--- src/design/cgsfb_pkg.sv ---
`default_nettype none

package cgsfb_pkg;

    // Ring and shifter sizes
    localparam int TX_DEPTH      = 64;
    localparam int RX_DEPTH      = 64;
    localparam int HW_FIFO_DEPTH = 16;
    localparam int MAX_RESULTS   = 16;
    localparam int INFL_CAP      = 16;

    localparam int TX_AW = $clog2(TX_DEPTH);
    localparam int TX_CW = $clog2(TX_DEPTH + 1);
    localparam int RX_AW = $clog2(RX_DEPTH);
    localparam int RX_CW = $clog2(RX_DEPTH + 1);
    localparam int MOVED_W = $clog2(MAX_RESULTS + 1);

    // Fixed field widths
    localparam int FUNC_W   = 2;
    localparam int WORD_W   = 16;
    localparam int HW_W     = 5;
    localparam int KIND_W   = 2;
    localparam int INFL_W   = 5;
    localparam int DROP_W   = 16;
    localparam int LVL_W    = 7;
    localparam int CFG_IDX_W  = 1;
    localparam int CFG_DATA_W = 5;
    localparam int SUM_W    = 8;

    // Request codes
    localparam logic [FUNC_W-1:0] FUNC_PUSH  = 2'd0;
    localparam logic [FUNC_W-1:0] FUNC_RET   = 2'd1;
    localparam logic [FUNC_W-1:0] FUNC_POP   = 2'd2;
    localparam logic [FUNC_W-1:0] FUNC_FLUSH = 2'd3;

    // Result kinds
    localparam logic [KIND_W-1:0] KIND_SENT = 2'd0;
    localparam logic [KIND_W-1:0] KIND_POP  = 2'd1;
    localparam logic [KIND_W-1:0] KIND_STAT = 2'd2;

    // Configuration register indexes
    localparam logic [CFG_IDX_W-1:0] CFG_CHAR_BITS  = 1'd0;
    localparam logic [CFG_IDX_W-1:0] CFG_INFL_LIMIT = 1'd1;

    localparam logic [CFG_DATA_W-1:0] CHAR_BITS_RST  = 5'd8;
    localparam logic [CFG_DATA_W-1:0] INFL_LIMIT_RST = 5'd16;

    typedef enum logic [2:0] {
        S_IDLE,
        S_EXEC,
        S_STAT,
        S_POP,
        S_PCHK,
        S_PLOAD,
        S_WAIT
    } t_state;

    typedef struct packed {
        logic latch;
        logic exec;
        logic step;
        logic ld_stat;
        logic ld_pop;
        logic ld_pump;
    } t_cmd;

    typedef struct packed {
        logic [FUNC_W-1:0] func;
        logic              eob;
        logic              pump_ok;
        logic              out_last;
    } t_status;

    typedef struct packed {
        logic [FUNC_W-1:0] func;
        logic [WORD_W-1:0] data;
        logic              eob;
        logic [HW_W-1:0]   hw_level;
    } t_item;

    typedef struct packed {
        logic                  we;
        logic [CFG_IDX_W-1:0]  idx;
        logic [CFG_DATA_W-1:0] data;
    } t_cfg_wr;

    typedef struct packed {
        logic [KIND_W-1:0] kind;
        logic [WORD_W-1:0] word;
        logic              last;
        logic              accepted;
        logic              busy_res;
        logic [INFL_W-1:0] in_flight;
        logic [DROP_W-1:0] overflow_count;
        logic [LVL_W-1:0]  rx_level;
        logic [LVL_W-1:0]  tx_level;
    } t_result;

endpackage

`default_nettype wire

--- src/design/cgsfb_ifs.sv ---
`default_nettype none

interface cgsfb_in_if import cgsfb_pkg::*; ();
    logic              valid;
    logic              ready;
    logic [FUNC_W-1:0] func;
    logic [WORD_W-1:0] data;
    logic              end_of_burst;
    logic [HW_W-1:0]   hw_tx_level;

    modport source (output valid, func, data, end_of_burst, hw_tx_level, input ready);
    modport sink (input valid, func, data, end_of_burst, hw_tx_level, output ready);
endinterface

interface cgsfb_out_if import cgsfb_pkg::*; ();
    logic              valid;
    logic              ready;
    logic [KIND_W-1:0] kind;
    logic [WORD_W-1:0] word;
    logic              last;
    logic              accepted;
    logic              busy_res;
    logic [INFL_W-1:0] in_flight;
    logic [DROP_W-1:0] overflow_count;
    logic [LVL_W-1:0]  rx_level;
    logic [LVL_W-1:0]  tx_level;

    modport source (output valid, kind, word, last, accepted, busy_res, in_flight,
                    overflow_count, rx_level, tx_level, input ready);
    modport sink (input valid, kind, word, last, accepted, busy_res, in_flight,
                  overflow_count, rx_level, tx_level, output ready);
endinterface

interface cgsfb_cfg_if import cgsfb_pkg::*; ();
    logic                  valid;
    logic                  ready;
    logic [CFG_IDX_W-1:0]  index;
    logic [CFG_DATA_W-1:0] data;

    modport source (output valid, index, data, input ready);
    modport sink (input valid, index, data, output ready);
endinterface

`default_nettype wire

--- src/design/credit_gated_spi_fifo_bridge.sv ---
`default_nettype none

// Credit-gated bridge between a host and a full-duplex SPI shifter. Each request on i_in
// pushes a host word into the transmit ring (dropped when full), delivers a word returned
// by the shifter into the receive ring (dropped and counted when full, in-flight count
// decremented and held at zero), pops one received word, or flushes the receive ring.
// A push or returned-word request flagged end_of_burst runs the pump: it moves words from
// the transmit ring to the shifter, masked to char_bits and left-justified, while the
// in-flight count is below inflight_limit, the hardware FIFO level reported with the
// request plus the words moved so far is below its depth, and the ring is not empty.
// Every moved word is one result of kind "sent"; a request that moves none gives one
// status result, a pop gives one result carrying the popped word. The last result of a
// request has last set. One request is handled at a time: a pop, a flush, or a push or
// returned-word request without end_of_burst goes from execute to loading the result
// register, then waits for the output to be taken before it returns to idle. With
// end_of_burst a pump check follows execute; a request that moves nothing then loads
// a status result, and a pump moves one word at a time: check with the read of the
// transmit ring RAM, load of the output register, and wait for the output to be taken.
// Configuration writes on i_cfg are always taken; issue them only while the block is idle.
// Both rings are RAMs with no clearing pass, so the block takes requests right after reset.

module credit_gated_spi_fifo_bridge import cgsfb_pkg::*; (
    input  wire logic     i_clk,
    input  wire logic     i_rst_n,
    cgsfb_in_if.sink      i_in,
    cgsfb_out_if.source   o_out,
    cgsfb_cfg_if.sink     i_cfg
);

    t_cmd    cmd;
    t_status stat;
    t_item   item;
    t_cfg_wr cfg_wr;
    t_result res;
    logic    in_ready;
    logic    out_valid;

    // Collect the request payload into one bundle for the datapath.
    assign item.func     = i_in.func;
    assign item.data     = i_in.data;
    assign item.eob      = i_in.end_of_burst;
    assign item.hw_level = i_in.hw_tx_level;

    // Configuration is never back-pressured.
    assign i_cfg.ready  = 1'b1;
    assign cfg_wr.we    = i_cfg.valid;
    assign cfg_wr.idx   = i_cfg.index;
    assign cfg_wr.data  = i_cfg.data;

    cgsfb_ctrl u_ctrl (
        .i_clk       (i_clk),
        .i_rst_n     (i_rst_n),
        .i_in_valid  (i_in.valid),
        .i_out_ready (o_out.ready),
        .i_stat      (stat),
        .o_in_ready  (in_ready),
        .o_out_valid (out_valid),
        .o_cmd       (cmd)
    );

    cgsfb_dp u_dp (
        .i_clk   (i_clk),
        .i_rst_n (i_rst_n),
        .i_item  (item),
        .i_cfg   (cfg_wr),
        .i_cmd   (cmd),
        .o_stat  (stat),
        .o_res   (res)
    );

    // Hold the result register on the output until the sink takes it.
    assign i_in.ready           = in_ready;
    assign o_out.valid          = out_valid;
    assign o_out.kind           = res.kind;
    assign o_out.word           = res.word;
    assign o_out.last           = res.last;
    assign o_out.accepted       = res.accepted;
    assign o_out.busy_res       = res.busy_res;
    assign o_out.in_flight      = res.in_flight;
    assign o_out.overflow_count = res.overflow_count;
    assign o_out.rx_level       = res.rx_level;
    assign o_out.tx_level       = res.tx_level;

endmodule

`default_nettype wire

--- src/design/cgsfb_ram.sv ---
`default_nettype none

module cgsfb_ram #(
    parameter int WIDTH = 16,
    parameter int DEPTH = 64
) (
    input  wire logic                     i_clk,
    input  wire logic                     i_we,
    input  wire logic [$clog2(DEPTH)-1:0] i_waddr,
    input  wire logic [WIDTH-1:0]         i_wdata,
    input  wire logic                     i_re,
    input  wire logic [$clog2(DEPTH)-1:0] i_raddr,
    output logic      [WIDTH-1:0]         o_rdata
);

    logic [WIDTH-1:0] r_mem [DEPTH];

    always_ff @(posedge i_clk) begin
        if (i_we) begin
            r_mem[i_waddr] <= i_wdata;
        end
        if (i_re) begin
            o_rdata <= r_mem[i_raddr];
        end
    end

endmodule

`default_nettype wire

--- src/design/cgsfb_ctrl.sv ---
`default_nettype none

module cgsfb_ctrl import cgsfb_pkg::*; (
    input  wire logic    i_clk,
    input  wire logic    i_rst_n,
    input  wire logic    i_in_valid,
    input  wire logic    i_out_ready,
    input  wire t_status i_stat,
    output logic         o_in_ready,
    output logic         o_out_valid,
    output t_cmd         o_cmd
);

    t_state r_state;
    t_state n_state;

    always_ff @(posedge i_clk) begin
        if (!i_rst_n) begin
            r_state <= S_IDLE;
        end else begin
            r_state <= n_state;
        end
    end

    always_comb begin
        n_state = r_state;
        case (r_state)
            S_IDLE: begin
                if (i_in_valid) n_state = S_EXEC;
            end
            S_EXEC: begin
                case (i_stat.func)
                    FUNC_POP:   n_state = S_POP;
                    FUNC_FLUSH: n_state = S_STAT;
                    default:    n_state = i_stat.eob ? S_PCHK : S_STAT;
                endcase
            end
            S_PCHK: begin
                n_state = i_stat.pump_ok ? S_PLOAD : S_STAT;
            end
            S_STAT, S_POP, S_PLOAD: begin
                n_state = S_WAIT;
            end
            S_WAIT: begin
                if (i_out_ready) n_state = i_stat.out_last ? S_IDLE : S_PCHK;
            end
            default: n_state = S_IDLE;
        endcase
    end

    always_comb begin
        o_in_ready  = 1'b0;
        o_out_valid = 1'b0;
        o_cmd       = '0;
        case (r_state)
            S_IDLE: begin
                o_in_ready  = 1'b1;
                o_cmd.latch = i_in_valid;
            end
            S_EXEC:  o_cmd.exec    = 1'b1;
            S_PCHK:  o_cmd.step    = i_stat.pump_ok;
            S_STAT:  o_cmd.ld_stat = 1'b1;
            S_POP:   o_cmd.ld_pop  = 1'b1;
            S_PLOAD: o_cmd.ld_pump = 1'b1;
            S_WAIT:  o_out_valid   = 1'b1;
            default: o_cmd = '0;
        endcase
    end

endmodule

`default_nettype wire

--- src/design/cgsfb_dp.sv ---
`default_nettype none

module cgsfb_dp import cgsfb_pkg::*; (
    input  wire logic    i_clk,
    input  wire logic    i_rst_n,
    input  wire t_item   i_item,
    input  wire t_cfg_wr i_cfg,
    input  wire t_cmd    i_cmd,
    output t_status      o_stat,
    output t_result      o_res
);

    // Configuration
    logic [CFG_DATA_W-1:0] r_char_bits, n_char_bits;
    logic [CFG_DATA_W-1:0] r_infl_lim, n_infl_lim;

    // Latched request
    t_item               r_item, n_item;
    logic                r_acc, n_acc;
    logic [MOVED_W-1:0]  r_moved, n_moved;

    // Ring pointers and counters
    logic [TX_AW-1:0]    r_tx_head, n_tx_head;
    logic [TX_CW-1:0]    r_tx_cnt, n_tx_cnt;
    logic [RX_AW-1:0]    r_rx_head, n_rx_head;
    logic [RX_CW-1:0]    r_rx_cnt, n_rx_cnt;
    logic [INFL_W-1:0]   r_inflight, n_inflight;
    logic [DROP_W-1:0]   r_dropped, n_dropped;

    t_result             r_res, n_res;

    logic [CFG_DATA_W-1:0] eff_bits;
    logic [CFG_DATA_W-1:0] lsh;
    logic [WORD_W-1:0]     mask;
    logic [CFG_DATA_W-1:0] lim;
    logic [WORD_W-1:0]     masked_in;
    logic [TX_AW:0]        tx_tsum;
    logic [TX_AW-1:0]      tx_tail;
    logic [RX_AW:0]        rx_tsum;
    logic [RX_AW-1:0]      rx_tail;
    logic                  pump_ok;
    logic                  busy;

    logic                  tx_we, tx_re, rx_we, rx_re;
    logic [WORD_W-1:0]     tx_rdata, rx_rdata;

    always_comb begin
        if (r_char_bits == '0) begin
            eff_bits = CFG_DATA_W'(1);
        end else if (r_char_bits > CFG_DATA_W'(WORD_W)) begin
            eff_bits = CFG_DATA_W'(WORD_W);
        end else begin
            eff_bits = r_char_bits;
        end
        lsh       = CFG_DATA_W'(WORD_W) - eff_bits;
        mask      = {WORD_W{1'b1}} >> lsh;
        lim       = (r_infl_lim > CFG_DATA_W'(INFL_CAP)) ? CFG_DATA_W'(INFL_CAP) : r_infl_lim;
        masked_in = r_item.data & mask;

        tx_tsum = (TX_AW + 1)'(r_tx_head) + (TX_AW + 1)'(r_tx_cnt);
        if (tx_tsum >= (TX_AW + 1)'(TX_DEPTH)) tx_tsum = tx_tsum - (TX_AW + 1)'(TX_DEPTH);
        tx_tail = tx_tsum[TX_AW-1:0];
        rx_tsum = (RX_AW + 1)'(r_rx_head) + (RX_AW + 1)'(r_rx_cnt);
        if (rx_tsum >= (RX_AW + 1)'(RX_DEPTH)) rx_tsum = rx_tsum - (RX_AW + 1)'(RX_DEPTH);
        rx_tail = rx_tsum[RX_AW-1:0];

        pump_ok = (SUM_W'(r_moved) < SUM_W'(MAX_RESULTS))
               && (SUM_W'(r_inflight) < SUM_W'(lim))
               && ((SUM_W'(r_item.hw_level) + SUM_W'(r_moved)) < SUM_W'(HW_FIFO_DEPTH))
               && (r_tx_cnt != '0);
        busy = (r_inflight != '0) || (r_tx_cnt != '0);
    end

    always_comb begin
        n_char_bits = r_char_bits;
        n_infl_lim  = r_infl_lim;
        n_item      = r_item;
        n_acc       = r_acc;
        n_moved     = r_moved;
        n_tx_head   = r_tx_head;
        n_tx_cnt    = r_tx_cnt;
        n_rx_head   = r_rx_head;
        n_rx_cnt    = r_rx_cnt;
        n_inflight  = r_inflight;
        n_dropped   = r_dropped;
        n_res       = r_res;
        tx_we = 1'b0;
        tx_re = 1'b0;
        rx_we = 1'b0;
        rx_re = 1'b0;

        if (i_cfg.we) begin
            if (i_cfg.idx == CFG_CHAR_BITS) n_char_bits = i_cfg.data;
            if (i_cfg.idx == CFG_INFL_LIMIT) n_infl_lim = i_cfg.data;
        end

        if (i_cmd.latch) begin
            n_item  = i_item;
            n_moved = '0;
        end

        if (i_cmd.exec) begin
            n_acc = 1'b0;
            case (r_item.func)
                FUNC_PUSH: begin
                    if (r_tx_cnt < TX_CW'(TX_DEPTH)) begin
                        tx_we    = 1'b1;
                        n_tx_cnt = r_tx_cnt + TX_CW'(1);
                        n_acc    = 1'b1;
                    end
                end
                FUNC_RET: begin
                    if (r_rx_cnt < RX_CW'(RX_DEPTH)) begin
                        rx_we    = 1'b1;
                        n_rx_cnt = r_rx_cnt + RX_CW'(1);
                    end else begin
                        n_dropped = r_dropped + DROP_W'(1);
                    end
                    if (r_inflight != '0) n_inflight = r_inflight - INFL_W'(1);
                end
                FUNC_POP: begin
                    if (r_rx_cnt != '0) begin
                        rx_re     = 1'b1;
                        n_rx_head = (r_rx_head == RX_AW'(RX_DEPTH - 1)) ? '0
                                  : r_rx_head + RX_AW'(1);
                        n_rx_cnt  = r_rx_cnt - RX_CW'(1);
                        n_acc     = 1'b1;
                    end
                end
                default: begin
                    n_rx_head = '0;
                    n_rx_cnt  = '0;
                end
            endcase
        end

        if (i_cmd.step) begin
            tx_re      = 1'b1;
            n_tx_head  = (r_tx_head == TX_AW'(TX_DEPTH - 1)) ? '0 : r_tx_head + TX_AW'(1);
            n_tx_cnt   = r_tx_cnt - TX_CW'(1);
            n_inflight = r_inflight + INFL_W'(1);
            n_moved    = r_moved + MOVED_W'(1);
        end

        if (i_cmd.ld_stat || i_cmd.ld_pop || i_cmd.ld_pump) begin
            n_res.accepted       = r_acc;
            n_res.busy_res       = busy;
            n_res.in_flight      = r_inflight;
            n_res.overflow_count = r_dropped;
            n_res.rx_level       = LVL_W'(r_rx_cnt);
            n_res.tx_level       = LVL_W'(r_tx_cnt);
            n_res.last           = 1'b1;
            n_res.word           = '0;
            n_res.kind           = KIND_STAT;
            if (i_cmd.ld_pop) begin
                n_res.kind = KIND_POP;
                n_res.word = r_acc ? rx_rdata : '0;
            end
            if (i_cmd.ld_pump) begin
                n_res.kind = KIND_SENT;
                n_res.word = WORD_W'((tx_rdata & mask) << lsh);
                n_res.last = !pump_ok;
            end
        end
    end

    always_ff @(posedge i_clk) begin
        if (!i_rst_n) begin
            r_char_bits <= CHAR_BITS_RST;
            r_infl_lim  <= INFL_LIMIT_RST;
            r_tx_head   <= '0;
            r_tx_cnt    <= '0;
            r_rx_head   <= '0;
            r_rx_cnt    <= '0;
            r_inflight  <= '0;
            r_dropped   <= '0;
            r_moved     <= '0;
        end else begin
            r_char_bits <= n_char_bits;
            r_infl_lim  <= n_infl_lim;
            r_tx_head   <= n_tx_head;
            r_tx_cnt    <= n_tx_cnt;
            r_rx_head   <= n_rx_head;
            r_rx_cnt    <= n_rx_cnt;
            r_inflight  <= n_inflight;
            r_dropped   <= n_dropped;
            r_moved     <= n_moved;
        end
    end

    always_ff @(posedge i_clk) begin
        r_item <= n_item;
        r_acc  <= n_acc;
        r_res  <= n_res;
    end

    cgsfb_ram #(.WIDTH(WORD_W), .DEPTH(TX_DEPTH)) u_tx_ram (
        .i_clk   (i_clk),
        .i_we    (tx_we),
        .i_waddr (tx_tail),
        .i_wdata (masked_in),
        .i_re    (tx_re),
        .i_raddr (r_tx_head),
        .o_rdata (tx_rdata)
    );

    cgsfb_ram #(.WIDTH(WORD_W), .DEPTH(RX_DEPTH)) u_rx_ram (
        .i_clk   (i_clk),
        .i_we    (rx_we),
        .i_waddr (rx_tail),
        .i_wdata (masked_in),
        .i_re    (rx_re),
        .i_raddr (r_rx_head),
        .o_rdata (rx_rdata)
    );

    assign o_stat.func     = r_item.func;
    assign o_stat.eob      = r_item.eob;
    assign o_stat.pump_ok  = pump_ok;
    assign o_stat.out_last = r_res.last;
    assign o_res           = r_res;

endmodule

`default_nettype wire

--- src/flat_wrapper.sv ---
// flat-port wrapper written by rule: the top's interface ports become plain ports
module credit_gated_spi_fifo_bridge_flat import cgsfb_pkg::*;
  (i_clk, i_rst_n, i_in_valid, i_in_func, i_in_data, i_in_end_of_burst, i_in_hw_tx_level, i_in_ready, o_out_valid, o_out_kind, o_out_word, o_out_last, o_out_accepted, o_out_busy_res, o_out_in_flight, o_out_overflow_count, o_out_rx_level, o_out_tx_level, o_out_ready, i_cfg_valid, i_cfg_index, i_cfg_data, i_cfg_ready);
  cgsfb_in_if i_in_i ();
  cgsfb_out_if o_out_i ();
  cgsfb_cfg_if i_cfg_i ();
  input  wire logic i_clk;
  input  wire logic i_rst_n;
  input wire logic [$bits(i_in_i.valid)-1:0] i_in_valid;
  input wire logic [$bits(i_in_i.func)-1:0] i_in_func;
  input wire logic [$bits(i_in_i.data)-1:0] i_in_data;
  input wire logic [$bits(i_in_i.end_of_burst)-1:0] i_in_end_of_burst;
  input wire logic [$bits(i_in_i.hw_tx_level)-1:0] i_in_hw_tx_level;
  output wire logic [$bits(i_in_i.ready)-1:0] i_in_ready;
  output wire logic [$bits(o_out_i.valid)-1:0] o_out_valid;
  output wire logic [$bits(o_out_i.kind)-1:0] o_out_kind;
  output wire logic [$bits(o_out_i.word)-1:0] o_out_word;
  output wire logic [$bits(o_out_i.last)-1:0] o_out_last;
  output wire logic [$bits(o_out_i.accepted)-1:0] o_out_accepted;
  output wire logic [$bits(o_out_i.busy_res)-1:0] o_out_busy_res;
  output wire logic [$bits(o_out_i.in_flight)-1:0] o_out_in_flight;
  output wire logic [$bits(o_out_i.overflow_count)-1:0] o_out_overflow_count;
  output wire logic [$bits(o_out_i.rx_level)-1:0] o_out_rx_level;
  output wire logic [$bits(o_out_i.tx_level)-1:0] o_out_tx_level;
  input wire logic [$bits(o_out_i.ready)-1:0] o_out_ready;
  input wire logic [$bits(i_cfg_i.valid)-1:0] i_cfg_valid;
  input wire logic [$bits(i_cfg_i.index)-1:0] i_cfg_index;
  input wire logic [$bits(i_cfg_i.data)-1:0] i_cfg_data;
  output wire logic [$bits(i_cfg_i.ready)-1:0] i_cfg_ready;
  assign i_in_i.valid = i_in_valid;
  assign i_in_i.func = i_in_func;
  assign i_in_i.data = i_in_data;
  assign i_in_i.end_of_burst = i_in_end_of_burst;
  assign i_in_i.hw_tx_level = i_in_hw_tx_level;
  assign i_in_ready = i_in_i.ready;
  assign o_out_valid = o_out_i.valid;
  assign o_out_kind = o_out_i.kind;
  assign o_out_word = o_out_i.word;
  assign o_out_last = o_out_i.last;
  assign o_out_accepted = o_out_i.accepted;
  assign o_out_busy_res = o_out_i.busy_res;
  assign o_out_in_flight = o_out_i.in_flight;
  assign o_out_overflow_count = o_out_i.overflow_count;
  assign o_out_rx_level = o_out_i.rx_level;
  assign o_out_tx_level = o_out_i.tx_level;
  assign o_out_i.ready = o_out_ready;
  assign i_cfg_i.valid = i_cfg_valid;
  assign i_cfg_i.index = i_cfg_index;
  assign i_cfg_i.data = i_cfg_data;
  assign i_cfg_ready = i_cfg_i.ready;
  credit_gated_spi_fifo_bridge u_core (.i_clk(i_clk), .i_rst_n(i_rst_n), .i_in(i_in_i), .o_out(o_out_i), .i_cfg(i_cfg_i));
endmodule
--- config.mk ---
export PLATFORM = sky130hd
export DESIGN_NAME = credit_gated_spi_fifo_bridge_flat
export DESIGN_NICKNAME = d
export VERILOG_FILES = /design/src/design/cgsfb_pkg.sv /design/src/design/cgsfb_ifs.sv /design/src/design/credit_gated_spi_fifo_bridge.sv /design/src/design/cgsfb_ram.sv /design/src/design/cgsfb_ctrl.sv /design/src/design/cgsfb_dp.sv /design/src/flat_wrapper.sv
export SDC_FILE = /design/constraint.sdc
export NUM_CORES = 2
export LEC_CHECK = 0
export BUFFER_PORTS_ARGS = -buffer_cell sky130_fd_sc_hd__buf_4
export CAP_MARGIN = 15
export CORE_MARGIN = 2
export CORE_UTILIZATION = 70
export CTS_BUF_LIST = sky130_fd_sc_hd__clkbuf_8
export CTS_CLUSTER_DIAMETER = 200
export DETAILED_ROUTE_END_ITERATION = 7
export PLACE_DENSITY = 0.88
export SLEW_MARGIN = 25
export SYNTH_ARGS = -nofsm -noshare
export SYNTH_HDL_FRONTEND = slang
export SYNTH_HIERARCHICAL = 1
export SYNTH_SLANG_ARGS = --single-unit
export TNS_END_PERCENT = 100
--- constraint.sdc ---
create_clock -name i_clk -period 17.6 [get_ports i_clk]
set_input_delay 0 -clock i_clk [delete_from_list [all_inputs] [get_ports i_clk]]
set_output_delay 0 -clock i_clk [all_outputs]
set_load 0.03 [all_outputs]
==> results.md <==
* Hold Crit Start: i_in_hw_tx_level[4]
* Launching point of the worst reg2reg path: u_core/u_dp/r_char_bits[4]
* Post-CTS Setup Bufs at 0
* Critical path required time at between 15 and 20 ns
* Final period utilization at 29.4%
* Synthesized instance count at ~4500
* TritonCTS clock tree: yes
* Post-synthesis sequential area ratio at 74.9%
* Failing checks: DRC
* Fmax at 193 MHz
* Worst-path fanout max at 56
* Primary FF master, synth: edfxtp_1
* Measured slew at the worst slew-check pin at 1.21 ns
* Fin. Hold Viols at 0
* GP Congestion at 0.919
* P&R area growth vs syn at 11.1%
* CP startpoint kind: register
* Final net count at ~5000
* Sink Count at between 2000 and 2500
* Clock latency on the worst-skew pair at between 1 and 1.5 ns
* First-pass GRT wire length at ~360000 microns
* H-tree Lvls at 5
* Clock buffer depth at 4
* Footprint of the multi-input gates at ~0.02 sq mm
* Synth Area per Inst at approximately 20 sq um
* CTS Buf Count at roughly 340
* Ys async rst share at 0%
* Die H at 359 microns
* Max Cap Violations at 0
* Pwr dens at 116 mW/mm^2
* Initial core utilization at 70.5%
* Synth Register Bits at roughly 2200
* Total global routing overflow at 0
* Setup TNS at 0 ns
* Post-synth top area share at 73.4%
* Clock root buffer master: clkbuf_8
* Setup crit start: u_core/u_dp/r_char_bits[4]
* Routed Antenna Nets at 0
* Wire per inst at 36.5 microns
* Hold depth at 3
* Number of fill cells at approximately 5300
* Mapped cell area at roughly 0.09 sq mm
* Synthesis Warnings at 6
* Via count at 51858
* Clk_skew at 0.108 ns
* Cells after DPL at between 6000 and 7000
* Synth cell types at 95
* Seq. cell area at 0.0662 sq mm
* Core area at 0.125 sq mm
* Min cycle time layout at 5.18 ns
* Design Area, Final at 0.0982 sq mm
* Setup-failing EPs final at 0
* Leading area contributor after synthesis: edfxtp_1
* LEAKAGE at 31.3 nW
* Die ar. at 0.129 sq mm
* Largest net degree at the start of global routing at 129
* Status: complete, but fails checks
* DR pass1 iterations at 8
* Number of I/O port buffers at 92
* Reg-to-Reg End: u_core/u_dp/u_tx_ram/r_mem[59][2]
* WS Path Type: register to register
* Worst Hold Path EP: u_core/u_dp/r_item[4]
* HPWL after DPL at ~130000 microns
* Area after DPL at between 0.09 and 0.1 sq mm
* Hold crit path type: input pin to register
* Crit path DAT at 5.88 ns
* Row count at 130
* Count of non-filler cells in the finished layout at 6812
* Final Total Pwr at 11.4 mW
* IR drop worst, VDD at 102 uV
* Commonest cells in the netlist: edfxtp_1 (2161), mux4_2 (440), nor2_1 (216)
* Via density at 7.61
* Total track usage at 38.7%
* 1st-iter DRT viols at 10430
* Initial antenna violation count at 21
* Worst-path clk slew at 0.08 ns
* Routed wire length at approximately 250000 microns
* Net count after synthesis at approximately 4500
* Die Width at 359 microns
* Post-CTS sizing at 0
* Most common cell in the netlist: edfxtp_1
* Relative slew slack at 18.6%
* R2R Setup Slk at 12.42 ns
* CP Capture Type: register
* Layout cell share with drive strength beyond 1 at approximately a quarter
* Final Max Slew Viols at 0
* Reg2reg path depth at 11
* RSZ-0062 raised after global routing: no
* Post-synth EDFFs at 2161
* Number of global-route vias before repair at 51427
* Area contributors post-synth: edfxtp_1 (73%), mux4_2 (11%), mux2i_1 (2.1%)
* IO Count at 94
* Post-route DRC at between 40 and 50
==> stage by stage <==
stage	hold WS [ns]	setup WS [ns]	utilization, %
finish	0.248	12.42	78.3
global placement	0.180	12.75	72.5
CTS	0.0797	12.50	78.2
detailed placement	0.179	12.55	72.6
floorplan	0.0989	9.59	-
global route	0.229	12.23	78.3
==> area by class of cell <==
class                      count  area share, %
sequential                  2226           67.4
tap                         1650           2.10
timing repair buffer         348           2.97
inverter                      37          0.149
multi-input combinational   1946           21.0
clock inverter               241           1.31
clock buffer                 358           5.02
antenna                        6         0.0153
==> worst max-delay path, cell delays in order (launching register included) <==
cell and delay (ns):
dfxtp_1 0.73, or2b_1 0.40, nand2_8 0.14, inv_6 0.16, ha_1 0.32, inv_1 0.08, ha_1 0.65, or2_2 0.24
nor3_1 0.10, nor2_4 0.68, buf_4 0.60, buf_4 0.67
==> flip-flops by register name, indices dropped and copies added, names as in the netlist, 5 cells and up <==
register	cells
u_core/u_dp/u_rx_ram/r_mem	1024
u_core/u_dp/u_tx_ram/r_mem	1024
u_core/u_dp/o_res	56
u_core/u_dp/r_item	21
u_core/u_dp/r_dropped	16
u_core/u_dp/u_rx_ram/o_rdata	16
u_core/u_dp/u_tx_ram/o_rdata	16
u_core/u_dp/r_rx_cnt	7
u_core/u_dp/r_tx_cnt	7
u_core/u_dp/r_rx_head	6
u_core/u_dp/r_tx_head	6
u_core/u_dp/r_char_bits	5
u_core/u_dp/r_infl_lim	5
u_core/u_dp/r_inflight	5
u_core/u_dp/r_moved	5
==> power by group <==
part / internal [mW] / switching [mW]
sequential: 6.19 / 0.0755
clock: 2.06 / 2.03
combinational: 0.278 / 0.811
==> worst max-delay path by stage <==
stage	slack, ns	cells past startpoint	endpoint
finish	12.42	11	u_core/u_dp/u_tx_ram/r_mem[59][2]
global route	12.23	10	u_core/u_dp/u_tx_ram/r_mem[58][2]
CTS	12.50	8	u_core/u_dp/u_rx_ram/o_rdata[3]
detailed placement	12.55	8	u_core/u_dp/u_rx_ram/o_rdata[3]
global placement	12.75	8	u_core/u_dp/u_rx_ram/o_rdata[15]
floorplan	9.59	9	u_core/u_dp/u_rx_ram/r_mem[0][11]
==> kinds of logic (layout without fill, tap and decap cells) <==
| family | after synthesis | in the layout | share of synthesized area [%] |
|---|---|---|---|
| compound gates | 441 | 441 | 3.62 |
| xor+xnor | 36 | 36 | 0.357 |
| fa+ha+maj | 48 | 48 | 0.722 |
| buf+inv | 286 | 984 | 2.07 |
| flops | 2226 | 2226 | 74.9 |
| mux | 690 | 690 | 14.3 |
| other cells | 1 | 7 | 0.00424 |
| simple gates | 730 | 730 | 4.05 |
==> placed cells by master (no fill, tap or decap), types with 54 or more instances in the layout <==
master         Yosys  final
a21oi_1           87     87
nor2_1           216    189
mux4_2           440    440
inv_1             34    133
nand3_1           73     73
a22oi_1           79     79
nand2_1          197    197
mux2_2            54     54
clkbuf_8           0    358
edfxtp_1        2161   2161
clkinv_1           1     85
nor2b_1           70     67
mux2i_1          187    187
dlygate4sd3_1      0     83
dfxtp_1           65     56
buf_4             33    250
==> timing repair <==
item,4_1_cts,5_1_grt
endpoints found under the setup margin,0,0
hold endpoints to repair,113,0
hold buffers,83,0
==> metal layers <==
metal / part of all wire, % / global-route usage (%)
met4: 6.9 / 20.8
met5: 0.077 / 0
met3: 16 / 14.6
met1: 31 / 49.3
met2: 46 / 58.6
(Power assumes the default switching activity.)
